$ cat config.mk
export PLATFORM = sky130hd
export DESIGN_NAME = cooker_mode_and_thermal_control_unit
export DESIGN_NICKNAME = d
export VERILOG_FILES = /design/src/rtl/core/cmtc_pkg.sv /design/src/rtl/core/cooker_mode_and_thermal_control_unit.sv /design/src/rtl/core/cmtc_cfg.sv /design/src/rtl/core/cmtc_relay.sv /design/src/rtl/core/cmtc_mode.sv
export VERILOG_INCLUDE_DIRS = /design/src /design/src/rtl/core
export SDC_FILE = /design/constraint.sdc
export NUM_CORES = 1
export LEC_CHECK = 0
export ABC_AREA = 0
export BUFFER_PORTS_ARGS = -buffer_cell sky130_fd_sc_hd__buf_4
export CAP_MARGIN = 10
export CORE_UTILIZATION = 56
export DETAILED_ROUTE_END_ITERATION = 10
export HOLD_SLACK_MARGIN = 0.08
export PLACE_DENSITY = 0.87
export SYNTH_ARGS = -nofsm -noshare
export SYNTH_HDL_FRONTEND = slang
export SYNTH_SLANG_ARGS = --single-unit
$ cat constraint.sdc
create_clock -name clk -period 5.4 [get_ports clk]
set_input_delay 1.62 -clock clk [delete_from_list [all_inputs] [get_ports clk]]
set_output_delay 1.62 -clock clk [all_outputs]
set_load 0.02 [all_outputs]
$ cat src/rtl/core/cooker_mode_and_thermal_control_unit_assert.svh
// ----------------------------------------------------------------------------
// Cooker control assertion macros
// Shorthand for the clocked checks used in the cooker control unit.
// ----------------------------------------------------------------------------
`ifndef COOKER_MODE_AND_THERMAL_CONTROL_UNIT_ASSERT_SVH
`define COOKER_MODE_AND_THERMAL_CONTROL_UNIT_ASSERT_SVH

// same-cycle implication, checked on every rising edge out of reset
`define CMTC_ASSERT_NOW(lbl, ante, cons, msg) \
	lbl: assert property (@(posedge clk) disable iff (!arst_n) (ante) |-> (cons)) \
		else $error(msg);

// next-cycle implication, checked on every rising edge out of reset
`define CMTC_ASSERT_NEXT(lbl, ante, cons, msg) \
	lbl: assert property (@(posedge clk) disable iff (!arst_n) (ante) |=> (cons)) \
		else $error(msg);

`endif

$ cat src/rtl/core/cmtc_pkg.sv
// ----------------------------------------------------------------------------
// Cooker control package
// Types, register indexes and constants shared by the cooker control unit.
// ----------------------------------------------------------------------------
package cmtc_pkg;

	// operating modes
	typedef enum logic [1:0] {
		MODE_SET_TEMP = 2'd0,
		MODE_SET_TIME = 2'd1,
		MODE_COOKING  = 2'd2,
		MODE_DONE     = 2'd3
	} mode_t;

	// buzzer codes
	typedef enum logic [1:0] {
		BEEP_NONE   = 2'd0,
		BEEP_SHORT  = 2'd1,
		BEEP_MEDIUM = 2'd2,
		BEEP_LONG   = 2'd3
	} beep_t;

	// configuration register indexes
	typedef enum logic [2:0] {
		REG_HEATER_BAND     = 3'd0,
		REG_FAN_ON_TEMP     = 3'd1,
		REG_FAN_BAND        = 3'd2,
		REG_DEFAULT_TEMP    = 3'd3,
		REG_DEFAULT_MINUTES = 3'd4,
		REG_MAX_TEMP        = 3'd5,
		REG_MAX_MINUTES     = 3'd6
	} cfg_idx_t;

	localparam int unsigned CFG_IDX_W  = 3;
	localparam int unsigned CFG_DATA_W = 9;
	localparam int unsigned IN_DATA_W  = 32;
	localparam int unsigned OUT_DATA_W = 48;

	localparam logic [15:0] MS_PER_MINUTE = 16'd60000;
	localparam logic [22:0] TIMER_MAX     = 23'h7FFFFF;

	// reset values
	localparam logic [5:0]  RST_HEATER_BAND     = 6'd10;
	localparam logic [8:0]  RST_FAN_ON_TEMP     = 9'd80;
	localparam logic [5:0]  RST_FAN_BAND        = 6'd5;
	localparam logic [7:0]  RST_DEFAULT_TEMP    = 8'd180;
	localparam logic [6:0]  RST_DEFAULT_MINUTES = 7'd30;
	localparam logic [7:0]  RST_MAX_TEMP        = 8'd250;
	localparam logic [6:0]  RST_MAX_MINUTES     = 7'd120;
	localparam logic [11:0] RST_COUNT           = 12'd180;
	localparam logic [7:0]  RST_TARGET          = 8'd180;
	localparam logic [6:0]  RST_MINUTES         = 7'd30;

	typedef struct packed {
		logic [5:0] heater_band;
		logic [8:0] fan_on_temp;
		logic [5:0] fan_band;
		logic [7:0] default_temp;
		logic [6:0] default_minutes;
		logic [7:0] max_temp;
		logic [6:0] max_minutes;
	} cfg_t;

	// one input word, temperature and encoder_delta are two's complement
	typedef struct packed {
		logic [9:0] elapsed_ms;
		logic       button_down;
		logic [3:0] encoder_delta;
		logic [9:0] temperature;
	} item_t;

	// mode controller state
	typedef struct packed {
		mode_t       mode;
		logic [11:0] count;
		logic [7:0]  target;
		logic [6:0]  minutes;
		logic [22:0] timer;
		logic        flip_done;
	} ctl_t;

	typedef struct packed {
		logic        flip_alert;
		beep_t       beep_code;
		logic [22:0] cook_elapsed;
		logic [6:0]  cook_minutes;
		logic [7:0]  temp_setpoint;
		logic        fan_on;
		logic        heater_on;
		mode_t       mode;
	} result_t;

endpackage

$ cat src/rtl/core/cooker_mode_and_thermal_control_unit.sv
// Cooker mode and thermal control unit. Takes one sample word per clock and
// gives one result word for each, via the input and result registers; the
// sustained rate is one word per clock as long as the result side takes
// words. Each word passes once through the relay and mode logic, where the
// timer add and the compare against the cook duration set the longest path.
// Presses are rising edges of button_down from one word to the next.
// Settings must be written on the cfg port while no word is in flight; the
// block does not enforce this. There is no clearing pass after reset.
// ----------------------------------------------------------------------------
// Cooker mode and thermal control unit
// Stream wrapper with input register, step logic and result register.
// ----------------------------------------------------------------------------
module cooker_mode_and_thermal_control_unit
	import cmtc_pkg::*;
(
	input  logic                  clk,
	input  logic                  arst_n,
	// configuration write port
	input  logic                  cfg_we,
	input  logic [CFG_IDX_W-1:0]  cfg_index,
	input  logic [CFG_DATA_W-1:0] cfg_wdata,
	// sample words
	input  logic                  s_tvalid,
	output logic                  s_tready,
	// temperature[9:0], encoder_delta[13:10], button_down[14],
	// elapsed_ms[24:15], zeros[31:25]
	input  logic [IN_DATA_W-1:0]  s_tdata,
	// result words
	output logic                  m_tvalid,
	input  logic                  m_tready,
	// mode[1:0], heater_on[2], fan_on[3], temp_setpoint[11:4],
	// cook_minutes[18:12], cook_elapsed[41:19], beep_code[43:42],
	// flip_alert[44], zeros[47:45]
	output logic [OUT_DATA_W-1:0] m_tdata
);

	`include "cooker_mode_and_thermal_control_unit_assert.svh"

	cfg_t    cfg;
	item_t   item_s1;
	logic    valid_s1;
	result_t res_s2;
	logic    valid_s2;
	ctl_t    ctl_q;
	ctl_t    ctl_d;
	logic    heater_q;
	logic    fan_q;
	logic    held_q;
	logic    heater_d;
	logic    fan_d;
	logic    press;
	logic    advance;
	logic    s_accept;
	beep_t   beep;
	logic    flip;

	cmtc_cfg u_cfg (
		.clk       (clk),
		.arst_n    (arst_n),
		.cfg_we    (cfg_we),
		.cfg_index (cfg_index),
		.cfg_wdata (cfg_wdata),
		.cfg       (cfg)
	);

	// handshake, the input stage moves whenever the result slot frees up
	assign advance  = valid_s1 && (!valid_s2 || m_tready);
	assign s_tready = !valid_s1 || advance;
	assign s_accept = s_tvalid && s_tready;

	// input register
	always_ff @(posedge clk or negedge arst_n) begin
		if (!arst_n) begin
			valid_s1 <= 1'b0;
		end else if (s_accept) begin
			valid_s1 <= 1'b1;
		end else if (advance) begin
			valid_s1 <= 1'b0;
		end
	end

	always_ff @(posedge clk) begin
		if (s_accept) begin
			item_s1 <= item_t'(s_tdata[24:0]);
		end
	end

	assign press = item_s1.button_down && !held_q;

	cmtc_relay u_relay (
		.mode        (ctl_q.mode),
		.temperature (item_s1.temperature),
		.target      (ctl_q.target),
		.heater_q    (heater_q),
		.fan_q       (fan_q),
		.cfg         (cfg),
		.heater_d    (heater_d),
		.fan_d       (fan_d)
	);

	cmtc_mode u_mode (
		.ctl_q         (ctl_q),
		.encoder_delta (item_s1.encoder_delta),
		.press         (press),
		.elapsed_ms    (item_s1.elapsed_ms),
		.cfg           (cfg),
		.ctl_d         (ctl_d),
		.beep          (beep),
		.flip          (flip)
	);

	// controller state, updated once per word
	always_ff @(posedge clk or negedge arst_n) begin
		if (!arst_n) begin
			ctl_q.mode      <= MODE_SET_TEMP;
			ctl_q.count     <= RST_COUNT;
			ctl_q.target    <= RST_TARGET;
			ctl_q.minutes   <= RST_MINUTES;
			ctl_q.timer     <= '0;
			ctl_q.flip_done <= 1'b0;
			heater_q        <= 1'b0;
			fan_q           <= 1'b0;
			held_q          <= 1'b0;
		end else if (advance) begin
			ctl_q    <= ctl_d;
			heater_q <= heater_d;
			fan_q    <= fan_d;
			held_q   <= item_s1.button_down;
		end
	end

	// result register
	always_ff @(posedge clk or negedge arst_n) begin
		if (!arst_n) begin
			valid_s2 <= 1'b0;
		end else if (advance) begin
			valid_s2 <= 1'b1;
		end else if (m_tready) begin
			valid_s2 <= 1'b0;
		end
	end

	always_ff @(posedge clk) begin
		if (advance) begin
			res_s2.mode          <= ctl_d.mode;
			res_s2.heater_on     <= heater_d;
			res_s2.fan_on        <= fan_d;
			res_s2.temp_setpoint <= ctl_d.target;
			res_s2.cook_minutes  <= ctl_d.minutes;
			res_s2.cook_elapsed  <= ctl_d.timer;
			res_s2.beep_code     <= beep;
			res_s2.flip_alert    <= flip;
		end
	end

	assign m_tvalid = valid_s2;
	assign m_tdata  = {3'b0, res_s2};

	// checks
	`CMTC_ASSERT_NOW(a_heater_needs_fan, valid_s2 && res_s2.heater_on, res_s2.fan_on,
		"heater on with fan off")
	`CMTC_ASSERT_NOW(a_flip_beeps, valid_s2 && res_s2.flip_alert,
		res_s2.beep_code == BEEP_MEDIUM || res_s2.beep_code == BEEP_LONG,
		"flip alert without beep")
	`CMTC_ASSERT_NEXT(a_done_holds, advance && ctl_q.mode == MODE_DONE && !press,
		ctl_q.mode == MODE_DONE, "done mode left without a press")
	`CMTC_ASSERT_NEXT(a_s1_kept, valid_s1 && !advance, valid_s1,
		"stalled input word dropped")

endmodule

$ cat src/rtl/core/cmtc_cfg.sv
// ----------------------------------------------------------------------------
// Cooker control configuration registers
// Holds the seven settings, written through a plain indexed write port.
// ----------------------------------------------------------------------------
module cmtc_cfg
	import cmtc_pkg::*;
(
	input  logic                  clk,
	input  logic                  arst_n,
	input  logic                  cfg_we,
	input  logic [CFG_IDX_W-1:0]  cfg_index,
	input  logic [CFG_DATA_W-1:0] cfg_wdata,
	output cfg_t                  cfg
);

	cfg_t cfg_q;

	// register bank, indexes beyond the list are dropped
	always_ff @(posedge clk or negedge arst_n) begin
		if (!arst_n) begin
			cfg_q.heater_band     <= RST_HEATER_BAND;
			cfg_q.fan_on_temp     <= RST_FAN_ON_TEMP;
			cfg_q.fan_band        <= RST_FAN_BAND;
			cfg_q.default_temp    <= RST_DEFAULT_TEMP;
			cfg_q.default_minutes <= RST_DEFAULT_MINUTES;
			cfg_q.max_temp        <= RST_MAX_TEMP;
			cfg_q.max_minutes     <= RST_MAX_MINUTES;
		end else if (cfg_we) begin
			unique case (cfg_index)
				REG_HEATER_BAND:     cfg_q.heater_band     <= cfg_wdata[5:0];
				REG_FAN_ON_TEMP:     cfg_q.fan_on_temp     <= cfg_wdata[8:0];
				REG_FAN_BAND:        cfg_q.fan_band        <= cfg_wdata[5:0];
				REG_DEFAULT_TEMP:    cfg_q.default_temp    <= cfg_wdata[7:0];
				REG_DEFAULT_MINUTES: cfg_q.default_minutes <= cfg_wdata[6:0];
				REG_MAX_TEMP:        cfg_q.max_temp        <= cfg_wdata[7:0];
				REG_MAX_MINUTES:     cfg_q.max_minutes     <= cfg_wdata[6:0];
				default: begin
				end
			endcase
		end
	end

	assign cfg = cfg_q;

endmodule

$ cat src/rtl/core/cmtc_relay.sv
// ----------------------------------------------------------------------------
// Cooker control relay logic
// Heater and fan hysteresis, driven from the mode held before the word.
// ----------------------------------------------------------------------------
module cmtc_relay
	import cmtc_pkg::*;
(
	input  mode_t      mode,
	input  logic [9:0] temperature,
	input  logic [7:0] target,
	input  logic       heater_q,
	input  logic       fan_q,
	input  cfg_t       cfg,
	output logic       heater_d,
	output logic       fan_d
);

	logic signed [10:0] temp_w;
	logic signed [10:0] heat_lo;
	logic signed [10:0] heat_hi;
	logic signed [10:0] fan_hi;
	logic signed [10:0] fan_lo;

	// thresholds in eleven bit signed
	always_comb begin
		temp_w  = $signed({temperature[9], temperature});
		heat_lo = $signed({3'b0, target}) - $signed({5'b0, cfg.heater_band});
		heat_hi = $signed({3'b0, target}) + $signed({5'b0, cfg.heater_band});
		fan_hi  = $signed({2'b0, cfg.fan_on_temp});
		fan_lo  = $signed({2'b0, cfg.fan_on_temp}) - $signed({5'b0, cfg.fan_band});
	end

	// hysteresis, holding between the two thresholds
	always_comb begin
		heater_d = heater_q;
		fan_d    = fan_q;
		if (mode == MODE_COOKING) begin
			fan_d = 1'b1;
			if (temp_w <= heat_lo) begin
				heater_d = 1'b1;
			end else if (temp_w >= heat_hi) begin
				heater_d = 1'b0;
			end
		end else begin
			heater_d = 1'b0;
			if (temp_w >= fan_hi) begin
				fan_d = 1'b1;
			end else if (temp_w <= fan_lo) begin
				fan_d = 1'b0;
			end
		end
	end

endmodule

$ cat src/rtl/core/cmtc_mode.sv
// ----------------------------------------------------------------------------
// Cooker control mode logic
// Encoder count, settings, cook timer, flip alert and beep codes per word.
// ----------------------------------------------------------------------------
module cmtc_mode
	import cmtc_pkg::*;
(
	input  ctl_t       ctl_q,
	input  logic [3:0] encoder_delta,
	input  logic       press,
	input  logic [9:0] elapsed_ms,
	input  cfg_t       cfg,
	output ctl_t       ctl_d,
	output beep_t      beep,
	output logic       flip
);

	logic signed [12:0] sum13;
	logic signed [11:0] cnt_sat;
	logic signed [11:0] cnt_temp;
	logic signed [11:0] cnt_min1;
	logic signed [11:0] cnt_time;
	logic [23:0]        tsum;
	logic [22:0]        timer_n;
	logic [22:0]        total;
	logic [22:0]        half;

	// encoder count with saturation at the twelve bit limits
	always_comb begin
		sum13 = $signed({ctl_q.count[11], ctl_q.count})
			+ $signed({{9{encoder_delta[3]}}, encoder_delta});
		if (sum13[12] != sum13[11]) begin
			cnt_sat = sum13[12] ? 12'sh800 : 12'sh7FF;
		end else begin
			cnt_sat = sum13[11:0];
		end
	end

	// clamps for the two setting modes
	always_comb begin
		if (cnt_sat[11]) begin
			cnt_temp = '0;
		end else if (cnt_sat > $signed({4'b0, cfg.max_temp})) begin
			cnt_temp = $signed({4'b0, cfg.max_temp});
		end else begin
			cnt_temp = cnt_sat;
		end
		cnt_min1 = (cnt_sat < 12'sd1) ? 12'sd1 : cnt_sat;
		if (cnt_min1 > $signed({5'b0, cfg.max_minutes})) begin
			cnt_time = $signed({5'b0, cfg.max_minutes});
		end else begin
			cnt_time = cnt_min1;
		end
	end

	// cook timer and durations
	always_comb begin
		tsum    = {1'b0, ctl_q.timer} + {14'b0, elapsed_ms};
		timer_n = tsum[23] ? TIMER_MAX : tsum[22:0];
		total   = {16'b0, ctl_q.minutes} * {7'b0, MS_PER_MINUTE};
		half    = total >> 1;
	end

	// mode sequencing
	always_comb begin
		ctl_d   = ctl_q;
		ctl_d.count = cnt_sat;
		beep    = BEEP_NONE;
		flip    = 1'b0;
		unique case (ctl_q.mode)
			MODE_SET_TEMP: begin
				ctl_d.count  = cnt_temp;
				ctl_d.target = cnt_temp[7:0];
				if (press) begin
					beep        = BEEP_SHORT;
					ctl_d.mode  = MODE_SET_TIME;
					ctl_d.count = {5'b0, cfg.default_minutes};
				end
			end
			MODE_SET_TIME: begin
				ctl_d.count   = cnt_time;
				ctl_d.minutes = cnt_time[6:0];
				if (press) begin
					beep            = BEEP_MEDIUM;
					ctl_d.timer     = '0;
					ctl_d.flip_done = 1'b0;
					ctl_d.mode      = MODE_COOKING;
				end
			end
			MODE_COOKING: begin
				ctl_d.timer = timer_n;
				if (!ctl_q.flip_done && (timer_n > half)) begin
					flip            = 1'b1;
					ctl_d.flip_done = 1'b1;
					beep            = BEEP_MEDIUM;
				end
				if (timer_n >= total) begin
					beep       = BEEP_LONG;
					ctl_d.mode = MODE_DONE;
				end
				if (press) begin
					ctl_d.mode  = MODE_SET_TEMP;
					ctl_d.count = {4'b0, ctl_q.target};
				end
			end
			MODE_DONE: begin
				if (press) begin
					ctl_d.mode  = MODE_SET_TEMP;
					ctl_d.count = {4'b0, cfg.default_temp};
				end
			end
			default: begin
			end
		endcase
	end

endmodule
==> reports/qor.csv, run 1 <==
metric,value,unit
Synth Area per Inst,9.60,um2
Yosys top cell by area,ha_1,
failing checks,setup timing,
Post-synth EDFFs,70,
Die X-Extent,158,um
clock latency on the worst-skew pair,440,ps
Clock transition at path regs,80,ps
yosys warns,0,
Wirelength per Cell,19.4,um
initial antenna violation count,0,
Worst setup SP type,register,
fin nets,1863,
final setup violation count,25,
share of cells above drive strength 1,0.263,
Final Util,0.703,
IO Pins,99,
pre-CTS setup slack,-614,ps
flop and latch count out of synthesis,179,
Worst-Margin Slew,1200,ps
final hold violation count,0,
FP Rows,56,
total vias in the final route,11900,
RSZ-0062 raised after global routing,yes,
hpwl dp,26600,um
min cycle time layout,5920,ps
outcome,"complete, but fails checks",
Chip Height,158,um
Synth cell types,80,
GRT overflow,0,
initial cell density of the core,0.574,
Placer Congestion,0.963,
Synth top cells by count,"ha_1 (185), inv_1 (145), nand2_1 (128)",
R2R Setup Slk,-520,ps
DIE AREA,0.0248,mm2
sequential-to-total area share from yosys stat,0.360,
"Hold-fix buffers, CTS",0,
clock root buffer master,clkbuf_16,
"top cells by area, synth","ha_1 (17%), edfxtp_1 (16%), dfrtp_1 (13%)",
first-pass iteration count of the detailed router,6,
fin. max-slew vios,0,
"FFs w/ async S/R, synth",0.609,
# fillers,1553,
first-pass GRT wire length,58500,um
Global Route Usage Sum,0.303,
CTS max path bufs,2,
critical path class,reg -> reg,
WP data arrival,6090,ps
worst setup margin,-521,ps
CTS buffer count,17,
max_cap viols,0,
fin cells,1940,
Initial DRC Count,974,
Synth Flop Type,dfrtp_1,
Seq. cell area,0.00488,mm2
Post-Syn Area,0.0136,mm2
Final ANT Viol Nets,0,
most common cell in the netlist,ha_1,
"Max FO, Critical Path",2,
DR DRC count,0,
Min-Delay Path Class,reg -> reg,
hold slack,502,ps
CTS tree,done,
Port Buffers,88,
core area,0.0236,mm2
fin crit share,1.10,
area of the multi-input gates,0.00851,mm2
Mapped Cells,1412,
number of global-route vias before repair,11901,
slew margin rel.,0.195,
largest net degree at the start of global routing,62,
Layout area overhead,22.4,%
CP Data Required Time,5570,ps
vias per cell,6.13,
crit end category,register,
Placed Cells,1876,
Synth top area share,0.171,
fmax,169,MHz
final setup skew,12.7,ps
htree depth,4,
Clock Sinks,179,
Post-Route WL,37700,um
diodes inserted,0,
-- flip-flops by register name, indices dropped and copies added, names as in the netlist --
signal,count
m_tdata,45
heater_q,1
fan_q,1
valid_s1,1
item_s1,25
held_q,1
u_cfg.cfg,51
m_tvalid,1
ctl_q,53
-- per-stage QoR --
stage                     cell area (um2)  setup TNS [ps]
after CTS                           16300           -2210
after global routing                16600          -12910
after global placement              15300           -7120
after floorplan                     13700            -600
final                               16600           -5280
after detailed placement            15300          -12580
-- cell usage in the layout (no fill, tap or decap), drive strengths merged, types with 6 or more instances in the layout --
| cell | synthesis | layout |
|---|---|---|
| a211oi | 6 | 6 |
| a21boi | 6 | 6 |
| a21o | 35 | 35 |
| a21oi | 71 | 71 |
| a22o | 11 | 11 |
| a22oi | 11 | 11 |
| a31oi | 12 | 12 |
| and3 | 10 | 10 |
| buf | 8 | 223 |
| clkbuf | 40 | 21 |
| clkinv | 0 | 7 |
| dfrtp | 73 | 73 |
| dfstp | 36 | 36 |
| edfxtp | 70 | 70 |
| fa | 21 | 21 |
| ha | 185 | 185 |
| inv | 145 | 149 |
| mux2 | 45 | 45 |
| mux2i | 11 | 11 |
| nand2 | 128 | 128 |
| nand2b | 18 | 18 |
| nand3 | 30 | 30 |
| nand4 | 14 | 14 |
| nor2 | 85 | 85 |
| nor2b | 11 | 11 |
| nor3 | 15 | 15 |
| o211ai | 12 | 12 |
| o21a | 23 | 23 |
| o21ai | 120 | 120 |
| o21bai | 6 | 6 |
| o22ai | 9 | 9 |
| o311ai | 7 | 7 |
| o31ai | 10 | 10 |
| or3 | 7 | 7 |
| xnor2 | 35 | 35 |
| xor2 | 17 | 17 |
-- area by class of cell --
class                      count  share of cell area
multi-input combinational   1042               0.513
sequential                   179               0.294
timing repair buffer         223               0.102
inverter                     145              0.0329
clock buffer                  21              0.0284
tap                          319              0.0241
clock inverter                11             0.00566
-- critical path, cell delays in order (launching register included) --
cell and delay (ps):
dfstp_2 570, ha_4 140, inv_2 40, fa_1 570
inv_2 60, ha_4 270, fa_1 460, ha_1 330
o21a_1 130, o21a_1 210, o31a_1 300, or4_4 440
o311ai_4 90, buf_4 160, o21bai_1 50, a21oi_1 150
xor2_1 280, buf_4 180, ha_4 120, nand4_1 100
nor2_2 160, nand4_1 90, o22a_1 170, a211o_1 340
nand3b_1 150, a21oi_1 90
-- metal layers --
layer / vias up / wire [um] / part of all wire / global-route usage
li1: 5454 / - / - / -
met1: 5726 / 14500 / 0.38 / 0.355
met2: 552 / 18500 / 0.49 / 0.524
met3: 168 / 2620 / 0.070 / 0.0597
met4: 0 / 2080 / 0.055 / 0.165
met5: - / 0 / 0 / 0
-- worst paths after layout --
check                                      start                     to  cells after the start
max                        ctl_q[28]$_DFFE_PN1P_  m_tdata[43]$_DFFE_PP_                     25
min                        ctl_q[36]$_DFFE_PN1P_  ctl_q[36]$_DFFE_PN1P_                      2
max reg2reg                ctl_q[28]$_DFFE_PN1P_  m_tdata[43]$_DFFE_PP_                     25
min reg2reg                ctl_q[36]$_DFFE_PN1P_  ctl_q[36]$_DFFE_PN1P_                      2
max in group asynchronous                 arst_n  ctl_q[26]$_DFFE_PN1P_                      2
min in group asynchronous                 arst_n  ctl_q[18]$_DFFE_PN0P_                      1
-- cell families (layout without fill, tap and decap cells) --
logic type | Yosys count | count (layout) | share of synthesized area
buffers and inverters | 193 | 400 | 0.0545
adder cells (fa/ha/maj) | 206 | 206 | 0.202
XOR/XNOR | 52 | 52 | 0.0336
AND/OR/NAND/NOR | 348 | 348 | 0.121
other | 1 | 3 | 0.000277
flip-flops | 179 | 179 | 0.360
multiplexers | 56 | 56 | 0.0455
AO/OA/AOI/OAI | 377 | 377 | 0.184
-- timing repair --
item                                   4_1_cts  5_1_grt
gates cloned                                 0        0
pin swaps                                   39       41
setup endpoints to repair                   31       31
gates resized for setup                     49       41
endpoints found under the hold margin        0        0
buffers inserted                            17       16
Power of run 1 is not shown: default switching activity piles up to over one toggle a cycle in this logic, so the estimate is an artifact.
==> run 2: changes to the inputs <==
--- a/config.mk
+++ b/config.mk
@@ -9,10 +9,10 @@
 export ABC_AREA = 0
 export BUFFER_PORTS_ARGS = -buffer_cell sky130_fd_sc_hd__buf_4
 export CAP_MARGIN = 10
-export CORE_UTILIZATION = 56
+export CORE_UTILIZATION = 57
 export DETAILED_ROUTE_END_ITERATION = 10
 export HOLD_SLACK_MARGIN = 0.08
-export PLACE_DENSITY = 0.87
+export PLACE_DENSITY = 0.85
 export SYNTH_ARGS = -nofsm -noshare
 export SYNTH_HDL_FRONTEND = slang
 export SYNTH_SLANG_ARGS = --single-unit
==> constraint.sdc (replaced) <==
create_clock -name clk -period 6.2 [get_ports clk]
set_input_delay 1.86 -clock clk [delete_from_list [all_inputs] [get_ports clk]]
set_output_delay 1.86 -clock clk [all_outputs]
set_load 0.02 [all_outputs]
==> run 2 against run 1 <==
Compared with the run above: the flow now finishes without violations; maximum frequency down 2.7%; register-to-register slack better by 630 ps; global-route usage down 1.4 points; clock-buffer cell count down 3; routed wire length down 8.2%; critical path depth up 2; utilization down 3.7 points; via count down 5.2%; design area down 6.1%; first-iteration DRC count up 1.5%; worst hold slack worse by 12 ps.
==> reports/qor.csv, run 2 (same netlist as run 1, synthesis figures left out) <==
metric,value,unit,change
vias per cell,6.06,,-1.2%
Global Route Usage Sum,0.289,,-0.0143
first-pass GRT wire length,54900,um,-6.0%
Wirelength per Cell,18.6,um,-4.3%
final hold violation count,0,,unchanged
CTS max path bufs,2,,unchanged
core area,0.0234,mm2,-0.89%
outcome,"complete, no violations",,
CP startpoint,item_s1[10]$_DFFE_PP_,,
CP max stage delay,430,ps,-140 ps
final setup violation count,0,,-100%
R2R Path Start,item_s1[10]$_DFFE_PP_,,
fin crit share,0.982,,-0.115
share of cells above drive strength 1,0.195,,-0.0687
fin. max-slew vios,0,,unchanged
number of global-route vias before repair,11069,,-7.0%
"commonest non-fill, non-tap cells in the layout","ha_1 (180), inv_1 (144), buf_4 (143)",,
WHS Endpoint,m_tvalid$_DFFE_PN0P_,,
fmax,164,MHz,-2.7%
Final Util,0.666,,-0.0367
critical path class,reg -> reg,,
P per Cell Area,602,mW/mm2,
hold slack,490,ps,-11.8 ps
final setup skew,10.8,ps,-1.90 ps
DR WL met3,2100,um,-20%
most used cell along the critical path,buf_4,,
WP depth,27,,+8.0%
DRT met1 WL,13800,um,-4.7%
clock root buffer master,clkbuf_16,,
Largest Register,ctl_q,,
WP data arrival,6240,ps,+150 ps
Min-Delay Path Class,reg -> reg,,
Leak,7.41,nW,
max_cap viols,0,,unchanged
CTS buffer count,17,,unchanged
DIE AREA,0.0244,mm2,-1.7%
worst setup margin,113,ps,+634 ps
Initial DRC Count,989,,+1.5%
slew margin rel.,0.260,,+0.0651
CP Data Required Time,6360,ps,+790 ps
R2R Setup Slk,110,ps,+630 ps
Placer Congestion,0.949,,-1.5%
largest net degree at the start of global routing,75,,+21%
WHS Path Cells,1,,-1
crit end category,register,,
Worst setup SP type,register,,
Post-Route WL,34600,um,-8.2%
CP max stage cell,or4_4,,
Clock transition at path regs,80,ps,about the same
FF-to-FF path depth,27,,+8.0%
DP Area,0.0147,mm2,-4.1%
VDD IR max,0.409,mV,
first-pass iteration count of the detailed router,8,,+2
Layout area overhead,15.0,%,
design area,0.0156,mm2,-6.1%
setup TNS,0,ps,+5280 ps
CP Buf/Inv Count,7,,+3
Chip Height,156,um,-0.87%
diodes inserted,0,,unchanged
FP Rows,56,,unchanged
GRT overflow,0,,unchanged
pre-CTS setup slack,-74.4,ps,+539 ps
hpwl dp,25400,um,-4.3%
initial antenna violation count,0,,unchanged
Clock Sinks,179,,unchanged
WL met2,17200,um,-6.9%
initial cell density of the core,0.579,,+0.00516
min cycle time layout,6090,ps,+166 ps
RR Endpoint,m_tdata[18]$_DFFE_PP_,,
Die X-Extent,156,um,-0.87%
Port Buffers,88,,unchanged
"Max FO, Critical Path",9,,+7
"commonest non-fill, non-tap cell in the layout",ha_1,,
start point of the worst hold path,valid_s1$_DFFE_PN0P_,,
clock latency on the worst-skew pair,450,ps,about the same
IO Pins,99,,unchanged
top sig layer,met4,,
Worst-Margin Slew,1110,ps,-90.8 ps
CTS tree,done,,
total vias in the final route,11277,,-5.2%
htree depth,4,,unchanged
Largest register FFs,53,,unchanged
Final ANT Viol Nets,0,,unchanged
CP top delay family,compound AO/OA/AOI/OAI gates,,
DR DRC count,0,,unchanged
fin nets,1783,,-4.3%
[run 2: cell types whose count changed in the layout (fill, tap and decap cells not counted), moves of 3 or more]
cell     previous run  this run
o21ai_0            96       103
ha_1              167       180
a21oi_1            63        67
inv_2               4         0
inv_1             140       144
buf_4             216       143
nand2_1           123       128
o21ai_2             6         2
buf_6               7         0
nand2_2             4         0
nand3_1            27        30
a21oi_2             7         4
ha_4               15         3
[run 2: report_power, final]
part,internal (mW),total [mW],switching [mW]
Clock,0.568,1.09,0.521
Sequential,1.61,1.85,0.246
Combinational,2.72,6.44,3.72
Total,4.90,9.38,4.49
[run 2: final cells by class]
cell class	count	area (um2)
Clock buffer	18	429
Multi-Input combinational cell	1042	8110
Inverter	145	546
Fill cell	1749	7820
Timing Repair Buffer	143	1070
Tap cell	319	399
Sequential cell	179	4870
Clock inverter	14	150
[run 2: through the flow]
step	power [mW]	instances
2_1_floorplan	6.16	1414
3_3_place_gp	7.52	1808
3_5_place_dp	7.82	1808
4_1_cts	9.03	1842
5_1_grt	10.2	1860
6_report	9.38	1860
[run 2: how the worst max path moves through the flow]
stage | endpoint | slack (ps)
2_1_floorplan | ctl_q[39]$_DFFE_PN0P_ | 350
6_report | m_tdata[18]$_DFFE_PP_ | 110
5_1_grt | ctl_q[39]$_DFFE_PN0P_ | -100
3_3_place_gp | m_tdata[12]$_DFFE_PP_ | 20
4_1_cts | m_tdata[1]$_DFFE_PP_ | 1
3_5_place_dp | m_tdata[12]$_DFFE_PP_ | -70
[run 2: repair_timing]
action / in CTS / in global routing
setup endpoints to repair: 5 / 27
buffers inserted: 2 / 18
gates resized for setup: 3 / 31
pin swaps: 0 / 14
hold buffers: 0 / 0
[run 2: routing by layer]
layer | GRT usage | vias up
li1 | - | 5294
met1 | 0.353 | 5414
met2 | 0.495 | 448
met3 | 0.0510 | 121
met4 | 0.139 | 0
met5 | 0 | -
Note: power is estimated with default switching activity, not from simulation.
==> run 3: changes to the inputs <==
--- a/config.mk
+++ b/config.mk
@@ -12,6 +12,7 @@
 export CORE_UTILIZATION = 57
 export DETAILED_ROUTE_END_ITERATION = 10
 export HOLD_SLACK_MARGIN = 0.08
+export MAX_ROUTING_LAYER = met4
 export PLACE_DENSITY = 0.85
 export SYNTH_ARGS = -nofsm -noshare
 export SYNTH_HDL_FRONTEND = slang
==> constraint.sdc (replaced) <==
create_clock -name clk -period 6.27 [get_ports clk]
set_input_delay 1.881 -clock clk [delete_from_list [all_inputs] [get_ports clk]]
set_output_delay 1.881 -clock clk [all_outputs]
set_load 0.02 [all_outputs]
==> run 3 against run 2 <==
Compared with the run above: sequential cell count unchanged; largest power group unchanged; total power is 3.1% lower; setup slack improved by 110 ps; largest cell class unchanged; critical path type unchanged; final cell count fell by 1.2%; routed wire length shrank 0.26%; highest routed layer unchanged.
==> reports/qor.csv, run 3 (same netlist as run 1, synthesis figures left out) <==
metric,value,unit,change
fin crit share,0.965,,-0.0168
min cycle time layout,6050,ps,-36.6 ps
worst setup margin,220,ps,+107 ps
initial antenna violation count,0,,unchanged
Final ANT Viol Nets,0,,unchanged
fin. max-slew vios,0,,unchanged
CP max stage cell,edfxtp_1,,
Layout area overhead,13.7,%,
clock root buffer master,clkbuf_16,,
critical path class,reg -> reg,,
R2R Setup Slk,220,ps,+110 ps
vias per cell,6.13,,+1.1%
core area,0.0234,mm2,unchanged
Port Buffers,88,,unchanged
P per Cell Area,590,mW/mm2,-2.0%
final hold violation count,0,,unchanged
design area,0.0154,mm2,-1.2%
"commonest non-fill, non-tap cells in the layout","ha_1 (182), inv_1 (144), nand2_1 (126)",,
DIE AREA,0.0244,mm2,unchanged
final setup skew,16.0,ps,+5.17 ps
start point of the worst hold path,held_q$_DFFE_PN0P_,,
RR Endpoint,ctl_q[39]$_DFFE_PN0P_,,
GRT overflow,0,,unchanged
clock power share,0.124,,+0.008
DR DRC count,0,,unchanged
combinational cell fraction of total power,0.673,,-0.014
Largest register FFs,53,,unchanged
WHS Endpoint,held_q$_DFFE_PN0P_,,
"commonest non-fill, non-tap cell in the layout",ha_1,,
outcome,"complete, no violations",,
WHS Path Cells,2,,+1
FP Rows,56,,unchanged
clock latency on the worst-skew pair,440,ps,about the same
Final Util,0.658,,-0.00770
Worst-Margin Slew,1050,ps,-56.4 ps
fin nets,1761,,-1.2%
number of global-route vias before repair,10819,,-2.3%
Worst setup SP type,register,,
pre-CTS setup slack,19.6,ps,+94.1 ps
final setup violation count,0,,unchanged
Post-Route WL,34500,um,-0.26%
initial cell density of the core,0.579,,unchanged
Wirelength per Cell,18.8,um,+0.93%
htree depth,4,,unchanged
Clock Sinks,179,,unchanged
Clock transition at path regs,80,ps,about the same
Die X-Extent,156,um,unchanged
Min-Delay Path Class,reg -> reg,,
VDD IR max,0.341,mV,-17%
Placer Congestion,0.955,,+0.61%
switch share,0.476,,-0.00259
hold slack,511,ps,+20.9 ps
CP max stage delay,450,ps,+20 ps
WP data arrival,6390,ps,+150 ps
CP Data Required Time,6610,ps,+250 ps
share of cells above drive strength 1,0.176,,-0.0182
fmax,165,MHz,+0.60%
first-pass iteration count of the detailed router,6,,-2
hpwl dp,25600,um,+0.72%
diodes inserted,0,,unchanged
"Max FO, Critical Path",7,,-2
Sequential Power Share,0.203,,+0.006
switching power,4.32,mW,-3.6%
largest net degree at the start of global routing,71,,-5.3%
RSZ-0062 raised after global routing,yes,,
P_int,4.77,mW,-2.6%
total vias in the final route,11268,,-0.080%
FF-to-FF path depth,25,,-7.4%
max_cap viols,0,,unchanged
Initial DRC Count,886,,-10%
R2R Path Start,item_s1[11]$_DFFE_PP_,,
CTS max path bufs,2,,unchanged
first-pass GRT wire length,54300,um,-1.1%
slew margin rel.,0.295,,+0.0345
Largest Register,ctl_q,,
CTS tree,done,,
Global Route Usage Sum,0.294,,+0.00528
IO Pins,99,,unchanged
DP Area,0.0146,mm2,-0.61%
crit end category,register,,
# fillers,1800,,+2.9%
Leak,7.30,nW,-1.5%
CTS buffer count,17,,unchanged
Chip Height,156,um,unchanged
run 3: worst max-delay path by stage:
stage	start	to	slack, ps	cells after the start
finish	item_s1[11]$_DFFE_PP_	ctl_q[39]$_DFFE_PN0P_	220	25
detailed placement	item_s1[13]$_DFFE_PP_	ctl_q[39]$_DFFE_PN0P_	20	25
CTS	item_s1[11]$_DFFE_PP_	ctl_q[39]$_DFFE_PN0P_	50	25
floorplan	item_s1[13]$_DFFE_PP_	ctl_q[39]$_DFFE_PN0P_	420	28
global route	item_s1[13]$_DFFE_PP_	ctl_q[39]$_DFFE_PN0P_	-80	26
global placement	item_s1[13]$_DFFE_PP_	ctl_q[39]$_DFFE_PN0P_	210	25
run 3: through the flow:
stage	setup TNS, ps	cells	total power [mW]
2_1_floorplan	0	1414	6.09
3_3_place_gp	0	1796	7.35
3_5_place_dp	0	1796	7.68
4_1_cts	0	1830	8.88
5_1_grt	-164	1838	9.79
6_report	0	1838	9.09
run 3: power by group through the flow:
stage,Sequential (mW),Clock [mW],Combinational (mW)
floorplan,1.86,0,4.23
global placement,1.85,0,5.51
detailed placement,1.86,0,5.82
CTS,1.84,1.12,5.92
global route,1.87,1.17,6.75
finish,1.84,1.13,6.12
run 3: final cells by class:
cell class / count / area [um2] / share of cell area
clock inverter: 10 / 109 / 0.00707
tap: 319 / 399 / 0.0259
timing repair buffer: 121 / 908 / 0.0590
clock buffer: 22 / 507 / 0.0329
sequential: 179 / 4880 / 0.316
inverter: 145 / 546 / 0.0354
multi-input combinational: 1042 / 8060 / 0.523
run 3: what timing repair did:
item                       4_1_cts  5_1_grt
pin swaps                        0        8
hold buffers                     0        0
setup endpoints to repair        1       26
setup buffers                    2        8
hold endpoints to repair         0        0
resized for setup                0       23
run 3: worst max-delay path: cells and delay by family, from the launching register on:
kind            cells  cell delay (ps)
xor+xnor            1              140
flops               1              450
simple gates        4              890
buf+inv             1              130
fa+ha+maj           4             1320
compound gates     15             3020
run 3: layer usage:
metal | GRT usage | share of wire
met4 | 0.139 | 0.044
met1 | 0.350 | 0.40
met5 | - | 0
met3 | 0.0357 | 0.064
met2 | 0.498 | 0.49
